===== src/hdl/ssr_pkg.sv =====
// Shared constants and types for the servo slew ramp block.
`default_nettype none
package ssr_pkg;

  localparam int QUEUE_DEPTH = 16;
  localparam int HALF_LEVEL  = 8;
  localparam int PTR_W       = $clog2(QUEUE_DEPTH);
  localparam int CNT_W       = $clog2(QUEUE_DEPTH + 1);

  localparam int ANGLE_W = 8;
  localparam int SPEED_W = 10;
  localparam int MODE_W  = 2;
  localparam int OP_W    = 2;

  // interval divider: constant dividend over a speed-sized divisor
  localparam int DIV_W  = SPEED_W;
  localparam int STEP_W = $clog2(DIV_W);
  localparam logic [DIV_W-1:0] DIVIDEND = DIV_W'(1000);

  localparam logic [ANGLE_W-1:0] MAX_ANGLE   = ANGLE_W'(180);
  localparam logic [SPEED_W-1:0] ELAPSED_MAX = '1;

  localparam logic [MODE_W-1:0] MODE_UNINIT = 2'd0;
  localparam logic [MODE_W-1:0] MODE_IDLE   = 2'd1;
  localparam logic [MODE_W-1:0] MODE_ADJUST = 2'd2;

  localparam logic [OP_W-1:0] OP_TICK  = 2'd0;
  localparam logic [OP_W-1:0] OP_PUSH  = 2'd1;
  localparam logic [OP_W-1:0] OP_START = 2'd2;

  typedef struct packed {
    logic [SPEED_W-1:0] speed;
    logic [ANGLE_W-1:0] angle;
  } q_entry_t;

  typedef struct packed {
    logic     push;
    logic     pop;
    q_entry_t entry;
  } q_cmd_t;

  typedef struct packed {
    logic             start;
    logic [DIV_W-1:0] den;
  } div_cmd_t;

  typedef struct packed {
    logic             done;
    logic [DIV_W-1:0] quot;
  } div_res_t;

endpackage
`default_nettype wire


===== src/hdl/ssr_div.sv =====
// Bit-serial restoring divider: constant dividend over a 10-bit divisor.
`default_nettype none
module ssr_div (
  input  wire logic              clk,
  input  wire logic              rst,
  input  wire ssr_pkg::div_cmd_t cmd,
  output ssr_pkg::div_res_t      res
);
  import ssr_pkg::*;

  logic              busy;
  logic              done;
  logic [STEP_W-1:0] cnt;
  logic [DIV_W-1:0]  rem;
  logic [DIV_W-1:0]  dvd;
  logic [DIV_W-1:0]  den;
  logic [DIV_W-1:0]  quot;
  logic [DIV_W:0]    trial;
  logic              qbit;

  assign trial = {rem, dvd[DIV_W-1]};
  assign qbit  = (trial >= {1'b0, den});

  always_ff @(posedge clk) begin
    if (rst) begin
      busy <= 1'b0;
      done <= 1'b0;
      cnt  <= '0;
    end else begin
      done <= 1'b0;
      if (cmd.start) begin
        busy <= 1'b1;
        cnt  <= '0;
      end else if (busy) begin
        cnt <= cnt + 1'b1;
        if (cnt == STEP_W'(DIV_W - 1)) begin
          busy <= 1'b0;
          done <= 1'b1;
        end
      end
    end
  end

  always_ff @(posedge clk) begin
    if (cmd.start) begin
      rem  <= '0;
      dvd  <= DIVIDEND;
      den  <= cmd.den;
      quot <= '0;
    end else if (busy) begin
      rem  <= qbit ? DIV_W'(trial - {1'b0, den}) : trial[DIV_W-1:0];
      dvd  <= {dvd[DIV_W-2:0], 1'b0};
      quot <= {quot[DIV_W-2:0], qbit};
    end
  end

  assign res.done = done;
  assign res.quot = quot;

endmodule
`default_nettype wire


===== src/hdl/ssr_queue.sv =====
// Ring FIFO of target entries with registered read data.
`default_nettype none
module ssr_queue (
  input  wire logic                   clk,
  input  wire logic                   rst,
  input  wire ssr_pkg::q_cmd_t        cmd,
  output ssr_pkg::q_entry_t           rd_entry,
  output logic [ssr_pkg::CNT_W-1:0]   count
);
  import ssr_pkg::*;

  q_entry_t         mem [QUEUE_DEPTH];
  logic [PTR_W-1:0] rd_ptr;
  logic [PTR_W-1:0] wr_ptr;

  always_ff @(posedge clk) begin
    if (rst) begin
      rd_ptr <= '0;
      wr_ptr <= '0;
      count  <= '0;
    end else if (cmd.push) begin
      wr_ptr <= wr_ptr + 1'b1;
      count  <= count + 1'b1;
    end else if (cmd.pop) begin
      rd_ptr <= rd_ptr + 1'b1;
      count  <= count - 1'b1;
    end
  end

  always_ff @(posedge clk) begin
    if (cmd.push) begin
      mem[wr_ptr] <= cmd.entry;
    end
    if (cmd.pop) begin
      rd_entry <= mem[rd_ptr];
    end
  end

endmodule
`default_nettype wire


===== src/hdl/servo_slew_ramp_with_target_queue.sv =====
// Servo slew ramp: target queue, mode sequencer and interval divider.
// Push, start and ticks with no step work go from idle straight to the emit state.
// A tick in adjusting mode first does the step work. A tick that enters adjusting pops,
// then runs the divider (10 steps, one quotient bit a cycle), then does the step work.
// One request in flight; a new one is taken while the last result waits.
// Synchronous reset: queue empty, mode uninitialized, angle 0, events disabled.
`default_nettype none
module servo_slew_ramp_with_target_queue (
  input  wire logic        clk,
  input  wire logic        rst,
  input  wire logic        s_tvalid,
  output logic             s_tready,
  input  wire logic [23:0] s_tdata,  // target_angle[7:0], target_speed[17:8], zero pad
  input  wire logic [1:0]  s_tuser,  // operation[1:0]
  output logic             m_tvalid,
  input  wire logic        m_tready,
  // request_accepted[0], angle_written[1], servo_angle[9:2], mode[11:10],
  // queue_count[16:12], drain_request[17], drain_space[22:18], empty_event[23]
  output logic [23:0]      m_tdata,
  input  wire logic        psel,
  input  wire logic        penable,
  input  wire logic        pwrite,
  input  wire logic [2:0]  paddr,
  input  wire logic [31:0] pwdata,
  output logic [31:0]      prdata,
  output logic             pready
);
  import ssr_pkg::*;

  localparam logic [2:0] ST_IDLE  = 3'd0;
  localparam logic [2:0] ST_FETCH = 3'd1;
  localparam logic [2:0] ST_DIV   = 3'd2;
  localparam logic [2:0] ST_WORK  = 3'd3;
  localparam logic [2:0] ST_EMIT  = 3'd4;

  localparam logic REG_EMPTY_EN = 1'b0;
  localparam logic REG_DRAIN_EN = 1'b1;

  logic [2:0] state;

  logic empty_en;
  logic drain_en;

  logic [MODE_W-1:0]  current_mode;
  logic [MODE_W-1:0]  pending_mode;
  logic [ANGLE_W-1:0] present_angle;
  logic [ANGLE_W-1:0] goal_angle;
  logic [DIV_W-1:0]   step_interval;
  logic [SPEED_W-1:0] elapsed_ticks;
  logic               first_step;
  logic               popped;

  logic res_accepted;
  logic res_written;
  logic res_drain;
  logic res_empty;

  q_cmd_t           q_cmd;
  q_entry_t         q_rd;
  logic [CNT_W-1:0] q_count;
  logic [CNT_W-1:0] count_after;
  div_cmd_t         div_cmd;
  div_res_t         div_res;

  logic               accept;
  logic [OP_W-1:0]    op;
  logic [ANGLE_W-1:0] in_angle;
  logic [SPEED_W-1:0] in_speed;
  logic               q_full;
  logic               enter_adjust;
  logic               cfg_wr;

  logic [SPEED_W-1:0] elapsed_inc;
  logic               step_due;

  ssr_queue u_queue (
    .clk      (clk),
    .rst      (rst),
    .cmd      (q_cmd),
    .rd_entry (q_rd),
    .count    (q_count)
  );

  ssr_div u_div (
    .clk (clk),
    .rst (rst),
    .cmd (div_cmd),
    .res (div_res)
  );

  assign s_tready = (state == ST_IDLE);
  assign accept   = s_tvalid && s_tready;
  assign op       = s_tuser;
  assign in_angle = s_tdata[7:0];
  assign in_speed = s_tdata[17:8];
  assign q_full   = (q_count == CNT_W'(QUEUE_DEPTH));

  // mode change applied at the tick, entering adjusting
  assign enter_adjust = (op == OP_TICK) && (current_mode != pending_mode) &&
                        (pending_mode == MODE_ADJUST);

  assign q_cmd.push        = accept && (op == OP_PUSH) && !q_full;
  assign q_cmd.pop         = accept && enter_adjust && (q_count != '0);
  assign q_cmd.entry.angle = (in_angle > MAX_ANGLE) ? MAX_ANGLE : in_angle;
  assign q_cmd.entry.speed = in_speed;
  assign count_after       = q_count - 1'b1;

  // an empty queue on entry leaves the goal at the present angle
  assign div_cmd.start = (state == ST_FETCH);
  assign div_cmd.den   = (popped && (q_rd.speed != '0)) ? q_rd.speed : DIV_W'(1);

  assign elapsed_inc = (elapsed_ticks == ELAPSED_MAX) ? elapsed_ticks
                                                      : elapsed_ticks + 1'b1;
  assign step_due    = first_step || !(elapsed_inc < step_interval);

  // configuration port
  assign pready = 1'b1;
  assign cfg_wr = psel && penable && pwrite && pready;

  always_comb begin
    case (paddr[2])
      REG_EMPTY_EN: prdata = {31'b0, empty_en};
      REG_DRAIN_EN: prdata = {31'b0, drain_en};
      default:      prdata = '0;
    endcase
  end

  always_ff @(posedge clk) begin
    if (rst) begin
      empty_en <= 1'b0;
      drain_en <= 1'b0;
    end else if (cfg_wr) begin
      if (paddr[2] == REG_EMPTY_EN) begin
        empty_en <= pwdata[0];
      end else begin
        drain_en <= pwdata[0];
      end
    end
  end

  always_ff @(posedge clk) begin
    if (rst) begin
      state         <= ST_IDLE;
      current_mode  <= MODE_UNINIT;
      pending_mode  <= MODE_UNINIT;
      present_angle <= '0;
      goal_angle    <= '0;
      step_interval <= '0;
      elapsed_ticks <= '0;
      first_step    <= 1'b0;
      popped        <= 1'b0;
      res_accepted  <= 1'b0;
      res_written   <= 1'b0;
      res_drain     <= 1'b0;
      res_empty     <= 1'b0;
      m_tvalid      <= 1'b0;
    end else begin
      if ((state == ST_EMIT) && (!m_tvalid || m_tready)) begin
        m_tvalid <= 1'b1;
      end else if (m_tvalid && m_tready) begin
        m_tvalid <= 1'b0;
      end
      case (state)
        ST_IDLE: begin
          if (accept) begin
            res_accepted <= ((op == OP_PUSH) && !q_full) ||
                            ((op == OP_START) && (current_mode == MODE_UNINIT));
            res_written  <= (op == OP_START) && (current_mode == MODE_UNINIT);
            // empty wins; a pop down to the half level raises drain
            res_empty    <= q_cmd.pop && (count_after == '0) && empty_en;
            res_drain    <= q_cmd.pop && (count_after == CNT_W'(HALF_LEVEL)) && drain_en;
            case (op)
              OP_PUSH: begin
                state <= ST_EMIT;
              end
              OP_START: begin
                if (current_mode == MODE_UNINIT) begin
                  pending_mode <= MODE_IDLE;
                end
                state <= ST_EMIT;
              end
              OP_TICK: begin
                // the current mode takes the pending mode held before this tick
                current_mode <= pending_mode;
                if (enter_adjust) begin
                  popped <= (q_count != '0);
                  state  <= ST_FETCH;
                end else if (pending_mode == MODE_ADJUST) begin
                  state <= ST_WORK;
                end else begin
                  if ((pending_mode == MODE_IDLE) && (q_count != '0)) begin
                    pending_mode <= MODE_ADJUST;
                  end
                  state <= ST_EMIT;
                end
              end
              default: begin
                state <= ST_EMIT;
              end
            endcase
          end
        end
        ST_FETCH: begin
          goal_angle <= popped ? q_rd.angle : present_angle;
          state      <= ST_DIV;
        end
        ST_DIV: begin
          if (div_res.done) begin
            step_interval <= div_res.quot;
            first_step    <= 1'b1;
            state         <= ST_WORK;
          end
        end
        ST_WORK: begin
          first_step <= 1'b0;
          if (step_due && (goal_angle != present_angle)) begin
            present_angle <= (goal_angle > present_angle) ? present_angle + 1'b1
                                                          : present_angle - 1'b1;
            elapsed_ticks <= '0;
            res_written   <= 1'b1;
          end else begin
            if (!first_step) begin
              elapsed_ticks <= elapsed_inc;
            end
            if (step_due && (pending_mode != MODE_IDLE)) begin
              pending_mode <= MODE_IDLE;
            end
          end
          state <= ST_EMIT;
        end
        ST_EMIT: begin
          if (!m_tvalid || m_tready) begin
            state <= ST_IDLE;
          end
        end
        default: begin
          state <= ST_IDLE;
        end
      endcase
    end
  end

  always_ff @(posedge clk) begin
    if ((state == ST_EMIT) && (!m_tvalid || m_tready)) begin
      m_tdata <= {res_empty,
                  res_drain ? 5'(QUEUE_DEPTH - HALF_LEVEL) : 5'd0,
                  res_drain,
                  5'(q_count),
                  current_mode,
                  present_angle,
                  res_written,
                  res_accepted};
    end
  end

  a_done_in_div: assert property (@(posedge clk) disable iff (rst)
    div_res.done |-> (state == ST_DIV))
    else $error("divider finished outside the divide state");

  a_count_bound: assert property (@(posedge clk) disable iff (rst)
    q_count <= CNT_W'(QUEUE_DEPTH))
    else $error("queue count above depth");

  a_work_adjust: assert property (@(posedge clk) disable iff (rst)
    (state == ST_WORK) |-> (current_mode == MODE_ADJUST))
    else $error("step work outside adjusting mode");

  a_accept_busy: assert property (@(posedge clk) disable iff (rst)
    (s_tvalid && s_tready) |=> (state != ST_IDLE))
    else $error("request taken without leaving idle");

endmodule
`default_nettype wire


===== config.mk =====
export PLATFORM = sky130hd
export DESIGN_NAME = servo_slew_ramp_with_target_queue
export DESIGN_NICKNAME = d
export VERILOG_FILES = /design/src/hdl/ssr_pkg.sv /design/src/hdl/ssr_div.sv /design/src/hdl/ssr_queue.sv /design/src/hdl/servo_slew_ramp_with_target_queue.sv
export SDC_FILE = /design/constraint.sdc
export NUM_CORES = 1
export LEC_CHECK = 0
export BUFFER_PORTS_ARGS = -buffer_cell sky130_fd_sc_hd__buf_2
export CAP_MARGIN = 20
export CORE_MARGIN = 2
export CORE_UTILIZATION = 60
export DETAILED_ROUTE_END_ITERATION = 8
export PLACE_DENSITY = 0.79
export SYNTH_ARGS = -nofsm -noshare
export SYNTH_HDL_FRONTEND = slang
export SYNTH_SLANG_ARGS = --single-unit

===== constraint.sdc =====
create_clock -name clk -period 4.4 [get_ports clk]
set_input_delay 0.66 -clock clk [delete_from_list [all_inputs] [get_ports clk]]
set_output_delay 0.66 -clock clk [all_outputs]
set_load 0.05 [all_outputs]

Word-level counts from Yosys, hierarchy flattened
Memories as Yosys holds them, arrays and structs flattened. A register that Yosys moved wholly into a read port is not among the register bits. Index checks and enable logic that the tools add are counted.

Memory bits (writable): 288. Output and inout port bits: 59. Memories: 1. Bits in registers: 132.

Add/sub/neg operators: 9. Eq/ne operators: 27. Reductions and logical operators: 52. Mux-type cells: 40. Bitwise logic cells: 3. $lt $le $gt $ge: 4.

Memories: u_queue.mem (words 16, bits a word 18, read ports 1, clocked after Yosys merged registers in 1, write ports 1, RTL line ssr_queue.sv:12) `q_entry_t mem [QUEUE_DEPTH];`.

Operators by type and width (number): $pmux 32 s2 (1); $mux 10 (4); $mux 8 (3); $logic_and 1x1->1 (21); $mux 3 (6); $reduce_and 2->1 (8); $pmux 3 s5 (1); $mux 2 (7); $add 4x1->4 const B (3); $ge 11x10->1 (1); $mux 1 (11); $add 10x1->10 const B (1); $eq 10x10->1 const B (1); $lt 10x10->1 (1); $mux 5 (2); $reduce_bool 10->1 (1); $sub 10x10->10 (1); $reduce_and 3->1 (3); $reduce_and 9->1 (1); $add 8x1->8 const B (1); $gt 8x8->1 (1); $gt 8x8->1 const B (1); $ne 2x1->1 const B (4); $ne 2x2->1 const B (4); other kinds (30) (47).

Depth between registers and ports, before layout
Word-level depth: 9. Mapped depth: 13. Mapped depth without buffers: 12.

By module
A second synthesis with hierarchy kept.

Cell total of the unflattened synthesis: 1243. Area, all modules: 18385.1 um^2.

By module, submodules not included: ssr_queue (times used 1, cells an instance 552, area an instance 12097.9 um^2); servo_slew_ramp_with_target_queue (times used 1, cells an instance 480, area an instance 4172.8 um^2); ssr_div (times used 1, cells an instance 211, area an instance 2114.5 um^2).

Worst setup path before layout
No wires, ideal clock.

Path kind: input -> register. Start: input port s_tvalid. End: memory u_queue.mem[2][0] (netlist name), enable pin. Path buffers: 2. Cell stages on the path: 7. Path slack: 628 ps. Arrival: 3356 ps. Cells stage by stage: or4b_4 > buf_6 > or3b_4 > a21oi_2 > buf_6 > nand2_1 > nor3_1.

Longest elaborated chain between the ends: 5.

Ends and longest elaborated chain: start, declared (RTL line servo_slew_ramp_with_target_queue.sv:11) `input wire logic s_tvalid,`; $logic_and 1x1->1 (RTL line servo_slew_ramp_with_target_queue.sv:92) `assign accept = s_tvalid && s_tready;`; $logic_and 1x1->1 (2 in series) (RTL line servo_slew_ramp_with_target_queue.sv:102) `assign q_cmd.push = accept && (op == OP_PUSH) && !q_full;`; $mux 1 (RTL line ssr_queue.sv:31) `if (cmd.push) begin`; $mux 1 (implied by the code) (RTL line ssr_queue.sv:32) `mem[wr_ptr] <= cmd.entry;`; end, declared (RTL line ssr_queue.sv:12).

Every way passes these cells.

Worst setup path in the final report
Start: register elapsed_ticks[0]. End: register present_angle[3].

Longest elaborated chain between the ends: 7. Elaborated cells between the ends (all ways): 8. Classes of those cells: 1 x add/sub; 1 x order compare; 1 x eq/ne; 1 x mux; 4 x reduce/logical.

Ends and longest elaborated chain: start, declared (RTL line servo_slew_ramp_with_target_queue.sv:49) `logic [SPEED_W-1:0] elapsed_ticks;`; start signal, assigned (RTL line servo_slew_ramp_with_target_queue.sv:223) `elapsed_ticks <= elapsed_inc;`; $add 10x1->10 or $eq 10x10->1 (tied branches) (RTL line servo_slew_ramp_with_target_queue.sv:113, servo_slew_ramp_with_target_queue.sv:112); $mux 10 (*) (RTL line servo_slew_ramp_with_target_queue.sv:112) `assign elapsed_inc = (elapsed_ticks == ELAPSED_MAX) ? elapsed_ticks`; $lt 10x10->1 (*) (RTL line servo_slew_ramp_with_target_queue.sv:114) `assign step_due = first_step || !(elapsed_inc < step_interval);`; $logic_not 1->1 (*) (RTL line servo_slew_ramp_with_target_queue.sv:114); $logic_or 1x1->1 (*) (RTL line servo_slew_ramp_with_target_queue.sv:114); $logic_and 1x1->1 (*) (RTL line servo_slew_ramp_with_target_queue.sv:216) `if (step_due && (goal_angle != present_angle)) begin`; $reduce_and 2->1 (no source line) (*); end signal, assigned (RTL line servo_slew_ramp_with_target_queue.sv:217) `present_angle <= (goal_angle > present_angle) ? present_angle + 1'b1`; end, declared (RTL line servo_slew_ramp_with_target_queue.sv:46) `logic [ANGLE_W-1:0] present_angle;`.

Every way passes the cells marked *; elsewhere a longest branch is shown, timed or not. A chain may end at the register's enable or synchronous reset.

==> impl_metrics.prom <==
# TYPE chip_impl_metric gauge
chip_impl_info{name="run_status",value="finished clean"} 1
chip_impl_metric{name="maximum_clock_rate",unit="MHz"} 266
chip_impl_metric{name="p_total",unit="W"} 0.00858
chip_impl_metric{name="finalCriticalPeriod",unit="ns"} 3.76
chip_impl_metric{name="synth-xor-area-share",unit="%"} 1.48
chip_impl_metric{name="switching_power",unit="W"} 0.00186
chip_impl_metric{name="synth-async-reset-ratio",unit="%"} 0
chip_impl_metric{name="antenna-diode-count",unit=""} 0
chip_impl_metric{name="post-route-period-util",unit="%"} 85.4
chip_impl_metric{name="finish.net_count",unit=""} 1368
chip_impl_metric{name="post_synth_and_or_nand_nor_area_fraction",unit="%"} 7.57
chip_impl_info{name="largest_family_of_logic_cells_by_synthesized_area",value="multiplexers"} 1
chip_impl_metric{name="fin_skew",unit="ns"} 0.0174
chip_impl_metric{name="clock_insertion_delay_worst_skew",unit="ns"} 0.54
chip_impl_metric{name="share_seq_of_total_power",unit="%"} 52.4
chip_impl_metric{name="ctsLongestPathBuffers",unit=""} 3
chip_impl_metric{name="synthesis.instances",unit=""} 1186
chip_impl_metric{name="drc_errors",unit=""} 0
chip_impl_metric{name="synth_area",unit="um^2"} 18300
chip_impl_metric{name="postRouteWirelength",unit="mm"} 37.4
chip_impl_info{name="worst_hold_path_type",value="in -> reg"} 1
chip_impl_metric{name="via_count",unit=""} 10200
chip_impl_metric{name="io_buffers",unit=""} 51
chip_impl_metric{name="finalSetupViolCount",unit=""} 0
chip_impl_metric{name="pwr_density_cell",unit="nW/um^2"} 422
chip_impl_metric{name="max_slew_margin",unit="%"} 29.4
chip_impl_metric{name="first_pass_grt_wire_length",unit="mm"} 58.1
chip_impl_metric{name="timing.setup.tns",unit="ns"} 0
chip_impl_metric{name="critical_path_maximum_fanout",unit=""} 11
chip_impl_info{name="startpoint_type",value="flip-flop"} 1
chip_impl_metric{name="synth-adder-area-share",unit="%"} 3.23
chip_impl_metric{name="initial_util",unit="%"} 61.3
chip_impl_metric{name="initial_antenna_violation_count",unit=""} 0
chip_impl_metric{name="p_sw_share",unit="%"} 21.7
chip_impl_metric{name="synth_edf_count",unit=""} 335
chip_impl_metric{name="clkSlewWorstSetupHoldPaths",unit="ns"} 0.06
chip_impl_info{name="synth_flop_cell",value="edfxtp_1"} 1
chip_impl_metric{name="drt_first_pass_iters",unit=""} 5
chip_impl_info{name="commonest_non_fill_non_tap_cell_in_the_layout",value="edfxtp_1"} 1
chip_impl_metric{name="power_frac_clock",unit="%"} 42.1
chip_impl_metric{name="syn_avg_cell_area",unit="um^2"} 15.4
chip_impl_metric{name="drive_gt1_share",unit="%"} 20.7
chip_impl_metric{name="ir_worst_vdd",unit="mV"} 0.357
chip_impl_metric{name="h-tree-depth",unit=""} 2
chip_impl_metric{name="route.antenna.remaining_nets",unit=""} 0
chip_impl_info{name="grt_setup_unrepaired",value="no"} 1
chip_impl_metric{name="layout-area-overhead-vs-synth",unit="%"} 11.1
chip_impl_info{name="ctsRootBufferMaster",value="clkbuf_16"} 1
chip_impl_info{name="crit_type",value="reg -> reg"} 1
chip_impl_metric{name="gp_congestion",unit=""} 0.819
chip_impl_metric{name="post_cts_resize_count",unit=""} 0
chip_impl_metric{name="number_of_primary_i_o_pins",unit=""} 127
chip_impl_metric{name="yosys.cell_types.count",unit=""} 70
chip_impl_metric{name="total_of_flip_flops_plus_latches_after_synthesis",unit=""} 433
chip_impl_metric{name="global_route.overflow_total",unit=""} 0
chip_impl_metric{name="vias_per_cell",unit=""} 6.10
chip_impl_info{name="final_cell_mix",value="edfxtp_1, dfxtp_1, mux4_2"} 1
chip_impl_metric{name="synth_largest_type_area_fraction",unit="%"} 55.0
chip_impl_metric{name="cp_data_required_time",unit="ns"} 4.80
chip_impl_metric{name="track_usage",unit="%"} 24.4
chip_impl_metric{name="muxShareOfSynthArea",unit="%"} 13.1
chip_impl_info{name="yosysTopAreaCell",value="edfxtp_1"} 1
chip_impl_metric{name="drt-wirelength-per-cell",unit="um"} 22.3
chip_impl_metric{name="cts.sink_count",unit=""} 433
chip_impl_metric{name="place_hpwl",unit="mm"} 21.4
chip_impl_metric{name="chipHeight",unit="um"} 179
chip_impl_metric{name="timing_max_transition_violations_final",unit=""} 0
chip_impl_info{name="synthTopCellsByArea",value="edfxtp_1, mux4_2, dfxtp_1, ha_1, mux2i_1"} 1
chip_impl_metric{name="p_leak",unit="nW"} 6.86
chip_impl_metric{name="synth_compound_gate_area_share",unit="%"} 5.06
chip_impl_metric{name="row_count",unit=""} 63
chip_impl_metric{name="grt_max_degree",unit=""} 65
chip_impl_info{name="tritoncts_clock_tree",value="done"} 1
chip_impl_metric{name="internal_power",unit="W"} 0.00671
chip_impl_metric{name="cts_hold_repair.buffers",unit=""} 0
chip_impl_info{name="endpoint_kind",value="flip-flop"} 1
chip_impl_metric{name="die_area",unit="um^2"} 31900
chip_impl_metric{name="die_width",unit="um"} 179
chip_impl_metric{name="share_of_power_burned_in_combinational_logic",unit="%"} 5.5
chip_impl_metric{name="timing_worst_slew_pin_value",unit="ns"} 1.05
chip_impl_metric{name="worstPathArrival",unit="ns"} 4.15
chip_impl_metric{name="placeableCoreArea",unit="um^2"} 29900
chip_impl_metric{name="timing.max_cap.violations",unit=""} 0
chip_impl_metric{name="initialDrtViolationCount",unit=""} 931
chip_impl_metric{name="setup_buffers_after_cts",unit=""} 0
chip_impl_metric{name="ys_warn_count",unit=""} 0
chip_impl_metric{name="synth.yosys.seq_area_share",unit="%"} 65.7
chip_impl_metric{name="grt_pass1_vias",unit=""} 10200
chip_impl_metric{name="finalHoldViolations",unit=""} 0
chip_impl_metric{name="cts-buffers-inserted",unit=""} 43
-- critical path: stages (launching register included) --
cell and delay (ns):
dfxtp_1 0.37, ha_1 0.27, and4_1 0.25, and3_1 0.25, o31ai_1 0.28, nand2_1 0.12, ha_1 0.28, and4_1 0.25
o2111ai_1 0.13, or3_1 0.48, a211oi_4 0.42, buf_4 0.26, mux2i_1 0.21, nor2_1 0.05
-- final cells by class --
| type | count | area, um^2 |
|---|---|---|
| Clock inverter | 24 | 230 |
| Fill cell | 1985 | 9540 |
| Inverter | 46 | 173 |
| Multi-Input combinational cell | 649 | 5760 |
| Timing Repair Buffer | 81 | 488 |
| Tap cell | 390 | 488 |
| Sequential cell | 433 | 12000 |
| Clock buffer | 55 | 1160 |
-- synth_stat cells (4+ instances only) --
cell type  count
nor3b_1        5
nand2b_1      10
and3_1         6
xor2_1        13
nand4_1        9
a22o_1         7
a211oi_1      14
ha_1          44
and2_1        13
a31oi_1        4
nor2_1        84
inv_1         46
nor3_1        21
clkbuf_1      32
xnor2_1       18
nand3b_1       8
and4_1         5
nor4_1         5
buf_1          8
buf_4         40
o21ai_0       18
mux4_2        90
or3_1          5
a21oi_1       46
nor2b_1       10
o21a_1         4
buf_2          9
a21o_1         6
nand3_1       20
mux2i_1       35
edfxtp_1     335
dfxtp_1       98
a211o_1        5
nand2_1       54
-- cells by family (layout without fill, tap and decap cells) --
family                   after synthesis  in the layout
XOR/XNOR                              31             31
other                                  2             36
AND/OR/NAND/NOR                      271            271
adder cells (fa/ha/maj)               46             46
multiplexers                         127            127
AO/OA/AOI/OAI                        138            138
buffers and inverters                138            206
flip-flops                           433            433
-- power by group through the flow --
stage                     clock network (W)  logic [W]  registers (W)
after global routing                0.00383   0.000519        0.00450
final                               0.00361   0.000471        0.00449
after global placement                    0   0.000449        0.00458
after detailed placement                  0   0.000461        0.00458
after floorplan                           0   0.000360        0.00459
after CTS                           0.00366   0.000465        0.00449
-- sequential cells by signal (all words and copies together), names as in the netlist, 3 cells and up --
register,count
elapsed_ticks,10
goal_angle,8
m_tdata,19
present_angle,8
state,3
step_interval,10
u_div.cnt,4
u_div.den,10
u_div.dvd,7
u_div.quot,10
u_div.rem,10
u_queue.count,5
u_queue.mem,288
u_queue.rd_entry,18
u_queue.rd_ptr,4
u_queue.wr_ptr,4
-- metrics by stage --
step | cell area (um^2) | hold slack, ns | worst slack (ns) | cells | utilization [%]
2_1_floorplan | 18400 | 0.406 | 0.628 | 1220 | -
3_3_place_gp | 18900 | 0.416 | 0.763 | 1597 | 63.3
3_5_place_dp | 18900 | 0.422 | 0.705 | 1597 | 63.3
4_1_cts | 20300 | 0.376 | 0.684 | 1676 | 68.0
5_1_grt | 20300 | 0.390 | 0.421 | 1678 | 68.1
6_report | 20300 | 0.385 | 0.644 | 1678 | 68.1
-- metal layers --
metal	vias up	GRT usage (%)	wire length [um]
met3	83	3.58	2290
met5	-	0	0
met1	5146	33.0	15500
li1	4619	-	-
met2	393	41.8	18700
met4	0	6.94	978
-- path summary, 6_finish.rpt --
kind / start / endpoint / slack [ns] / cells past startpoint
max: elapsed_ticks[0]$_SDFFE_PP0P_ / present_angle[3]$_SDFFE_PP0P_ / 0.64 / 13
min: pwdata[0] / drain_en$_SDFFE_PP0P_ / 0.39 / 3
max reg2reg: elapsed_ticks[0]$_SDFFE_PP0P_ / present_angle[3]$_SDFFE_PP0P_ / 0.64 / 13
min reg2reg: res_empty$_SDFFE_PP0P_ / m_tdata[23]$_DFFE_PP_ / 0.44 / 0
Note: power is estimated with default switching activity, not from simulation.
